$ cat src/design/cfba_pkg.sv
// ----------------------------------------------------------------------------
// cfba_pkg
// Shared types and codes for the chunked free-list block allocator.
// ----------------------------------------------------------------------------
package cfba_pkg;

  // Request kinds carried on the input tuser bit
  localparam logic REQ_ALLOC = 1'b0;
  localparam logic REQ_FREE  = 1'b1;

  // Result status codes
  typedef enum logic [1:0] {
    ST_OK         = 2'd0,
    ST_NO_MEM     = 2'd1,
    ST_BAD_HANDLE = 2'd2,
    ST_HEAD_FREE  = 2'd3
  } status_t;

  // Register indexes (word address bit 2)
  localparam logic REG_BLOCKS_PER_CHUNK = 1'b0;
  localparam logic REG_MAX_CHUNKS       = 1'b1;

  // Register reset values
  localparam logic [8:0] BPC_RESET  = 9'd256;
  localparam logic [3:0] MAXC_RESET = 4'd8;

  // Configuration handed from the register block to the sequencer
  typedef struct packed {
    logic [8:0] blocks_per_chunk;
    logic [3:0] max_chunks;
  } cfg_t;

  // Sequencer states
  typedef enum logic [2:0] {
    S_IDLE,
    S_ACT_CHK,
    S_SCAN,
    S_FILL,
    S_POP_RD,
    S_POP_WB,
    S_FREE_CHK,
    S_RESULT
  } state_t;

endpackage

$ cat src/design/cfba_regs.sv
// ----------------------------------------------------------------------------
// cfba_regs
// APB register block: blocks_per_chunk and max_chunks.
// ----------------------------------------------------------------------------
module cfba_regs (
  input  logic          clk,
  input  logic          rst,
  input  logic          psel,
  input  logic          penable,
  input  logic          pwrite,
  input  logic [2:0]    paddr,
  input  logic [31:0]   pwdata,
  output logic [31:0]   prdata,
  output logic          pready,
  output cfba_pkg::cfg_t cfg
);
  import cfba_pkg::*;

  logic wr_en;

  assign pready = 1'b1;
  assign wr_en  = psel && penable && pwrite && pready;

  // Write registers on the access cycle
  always_ff @(posedge clk) begin
    if (rst) begin
      cfg.blocks_per_chunk <= BPC_RESET;
      cfg.max_chunks       <= MAXC_RESET;
    end else if (wr_en) begin
      case (paddr[2])
        REG_BLOCKS_PER_CHUNK: cfg.blocks_per_chunk <= pwdata[8:0];
        REG_MAX_CHUNKS:       cfg.max_chunks       <= pwdata[3:0];
        default: ;
      endcase
    end
  end

  // Return register contents on read
  always_comb begin
    case (paddr[2])
      REG_BLOCKS_PER_CHUNK: prdata = 32'(cfg.blocks_per_chunk);
      REG_MAX_CHUNKS:       prdata = 32'(cfg.max_chunks);
      default:              prdata = '0;
    endcase
  end

endmodule

$ cat config.mk
export PLATFORM = sky130hd
export DESIGN_NAME = cfba_regs
export DESIGN_NICKNAME = d
export VERILOG_FILES = /design/src/design/cfba_pkg.sv /design/src/design/cfba_regs.sv
export SDC_FILE = /design/constraint.sdc
export NUM_CORES = 1
export LEC_CHECK = 0
export BUFFER_PORTS_ARGS = -buffer_cell sky130_fd_sc_hd__buf_2
export CORE_MARGIN = 4
export CORE_UTILIZATION = 31
export CTS_CLUSTER_SIZE = 10
export DETAILED_ROUTE_END_ITERATION = 10
export PLACE_DENSITY = 0.75
export SYNTH_ARGS = -nofsm -noshare
export SYNTH_HDL_FRONTEND = slang
export SYNTH_SLANG_ARGS = --single-unit
$ cat constraint.sdc
create_clock -name clk -period 0.8 [get_ports clk]
set_input_delay 0.08 -clock clk [delete_from_list [all_inputs] [get_ports clk]]
set_output_delay 0.08 -clock clk [all_outputs]
set_load 0.01 [all_outputs]
==> qor.csv <==
metric;value;unit
share of cells above drive strength 1;57.2;%
R2R depth;4;
vias in the first global route;693;
Pins Over Slew Limit;0;
Top Registers;cfg x13;
Fin Hold WS;0.0509;ns
Avg Cell Area, Syn;9.25;um2
Max VDD drop;0.748;mV
Setup crit end;prdata[2];
RSZ-0062 raised after global routing;yes;
worst-path maximum fanout;2;
IO buf count;36;
Routed Antenna Nets;0;
initial antenna violation count;0;
wire length per cell;11.1;um
CP peak stage delay;0.33;ns
DP Wirelength;1410;um
Worst EP arrival;1.00;ns
clk buf depth;2;
largest net degree at the start of global routing;24;
DR pass1 iterations;2;
Worst EP required;0.72;ns
CP startpoint kind;register;
Post-Synthesis Cell Area;842;um2
global-route wire length before repair;3080;um
Layout area overhead;61.7;%
Num CTS Buffers;3;
register area share after synthesis;30.9;%
Mapped Cells;91;
synthesis warning total;0;
MaxCap Viol Count;0;
post-synth cell types;14;
Critical R2R Capture;cfg[6]$_SDFFE_PP0P_;
highest-delay cell along the critical path;dfxtp_2;
Iteration-0 DRC Markers;2;
R2R setup slack;0;ns
Post-route DRC;0;
Crit. End Element;primary output;
Biggest register;cfg;
die extent in y;60.1;um
run status;complete, but fails checks;
final period utilization;135;%
Root Driver;clkbuf_4;
Final Skew;0;ns
grt total ovfl;0;
nets;193;
number of clock sinks;13;
Final setup viols;23;
hold depth;3;
failing checks;setup timing;
worst min path class;input port to register;
I/O Pins;86;
die width;60.1;um
reg-to-reg startpoint;cfg[6]$_SDFFE_PP0P_;
Pleak;0.682;nW
die area;0.00361;mm2
gr usage total;11.4;%
core area;0.00254;mm2
Vias;724;
max reg flops;13;
final wirelength;2020;um
Max Fclk;929;MHz
Diodes inserted;0;
clock transition at the registers of the reported paths;0.09;ns
worst-path cell chain;mux2_2 -> buf_6;
Final Hold Viols;0;
Worst-Skew Late Latency;0.27;ns
FF+latch count, synth;13;
Layout Utilization;53.5;%
GPL Wtd Cong;0.699;
CTS H-tree depth;1;
Tmin final;1.08;ns
vias per inst;3.98;
row count;18;
critical path class;register to primary output;
Initial Util;33.1;%
crit path from;cfg[6]$_SDFFE_PP0P_;
P per Cell Area;1030;mW/mm2
hold buffer count at cts;0;
Worst Setup Slack, final;-0.277;ns
CTS tree;done;
cells in the mapped netlist, drive strengths merged:
cell type   n  area share [%]
and4b       1             1.2
nor2        4             1.8
nand4       1            0.74
nor2b       5             3.7
mux2        4             5.3
buf        27              24
and4        1             1.2
conb        2            0.89
nand2b     19              14
clkbuf      1            0.45
mux2i      13              15
dfxtp      13              31
metrics by stage:
stage	instance area (um2)	setup TNS [ns]	total power, W	std cells	setup WS [ns]
floorplan	925	0	0.000921	113	0.102
global placement	1010	-0.894	0.000930	161	-0.0725
detailed placement	1010	-0.996	0.000937	161	-0.104
CTS	1230	-2.99	0.00140	174	-0.279
global route	1360	-4.26	0.00150	182	-0.316
finish	1360	-3.21	0.00141	182	-0.277
worst max-delay path, delay by kind of cell (launching register included):
kind | cells | cell delay, ns
buffers and inverters | 1 | 0.12
multiplexers | 1 | 0.27
flip-flops | 1 | 0.33
cells in the final DEF (no fill, tap or decap):
cell type	synthesis	layout
buf_6	1	30
conb_1	2	24
buf_2	1	19
nand2b_1	19	16
buf_4	25	14
mux2i_1	13	13
dfxtp_2	0	13
nor2b_1	5	5
nor2_1	4	4
mux2_2	4	3
nand2b_4	0	3
clkbuf_4	0	3
mux2_4	0	1
and4b_1	1	1
and4_2	1	1
nand4_1	1	1
clkbuf_1	1	1
routing by layer:
layer | wire length (um) | up-vias | global-route usage, % | part of all wire (%)
met5 | 0 | - | 0 | 0
met2 | 1030 | 40 | 19.4 | 51
li1 | - | 369 | - | -
met3 | 201 | 0 | 2.81 | 10
met1 | 789 | 315 | 13.7 | 39
met4 | 0 | 0 | 3.80 | 0
cell type report:
cell class / instances / area (um2)
Tap cell: 30 / 37.5
Fill cell: 247 / 1180
Timing Repair Buffer: 63 / 538
Clock buffer: 4 / 26.3
Multi-Input combinational cell: 72 / 483
Sequential cell: 13 / 277
how the worst min path moves through the flow:
stage                     slack (ns)                   end  startpoint
after global routing            0.05   cfg[9]$_SDFFE_PP0P_   pwdata[5]
after global placement          0.34  cfg[12]$_SDFFE_PP1P_   pwdata[8]
after floorplan                 0.24  cfg[10]$_SDFFE_PP0P_   pwdata[6]
after CTS                       0.05  cfg[10]$_SDFFE_PP0P_   pwdata[6]
final                           0.05  cfg[10]$_SDFFE_PP0P_   pwdata[6]
after detailed placement        0.35  cfg[12]$_SDFFE_PP1P_   pwdata[8]
logic make-up (layout without fill, tap and decap cells):
family	count (synthesis)	count (layout)	share of synthesized area, %
muxes	17	17	20.8
other	2	24	0.892
and+or+nand+nor	31	31	22.7
DFF	13	13	30.9
buffers and inverters	28	67	24.7
timing repair:
action	CTS	global route
setup endpoints to repair	22	22
cloned	0	0
buffers inserted	9	9
resized for setup	32	16
power by group:
group | switching [W] | total [W] | internal [W]
clock | 0.000214 | 0.000407 | 0.000193
combinational | 0.000156 | 0.000329 | 0.000173
sequential | 0.00000944 | 0.000673 | 0.000663
(Power assumes the default switching activity.)
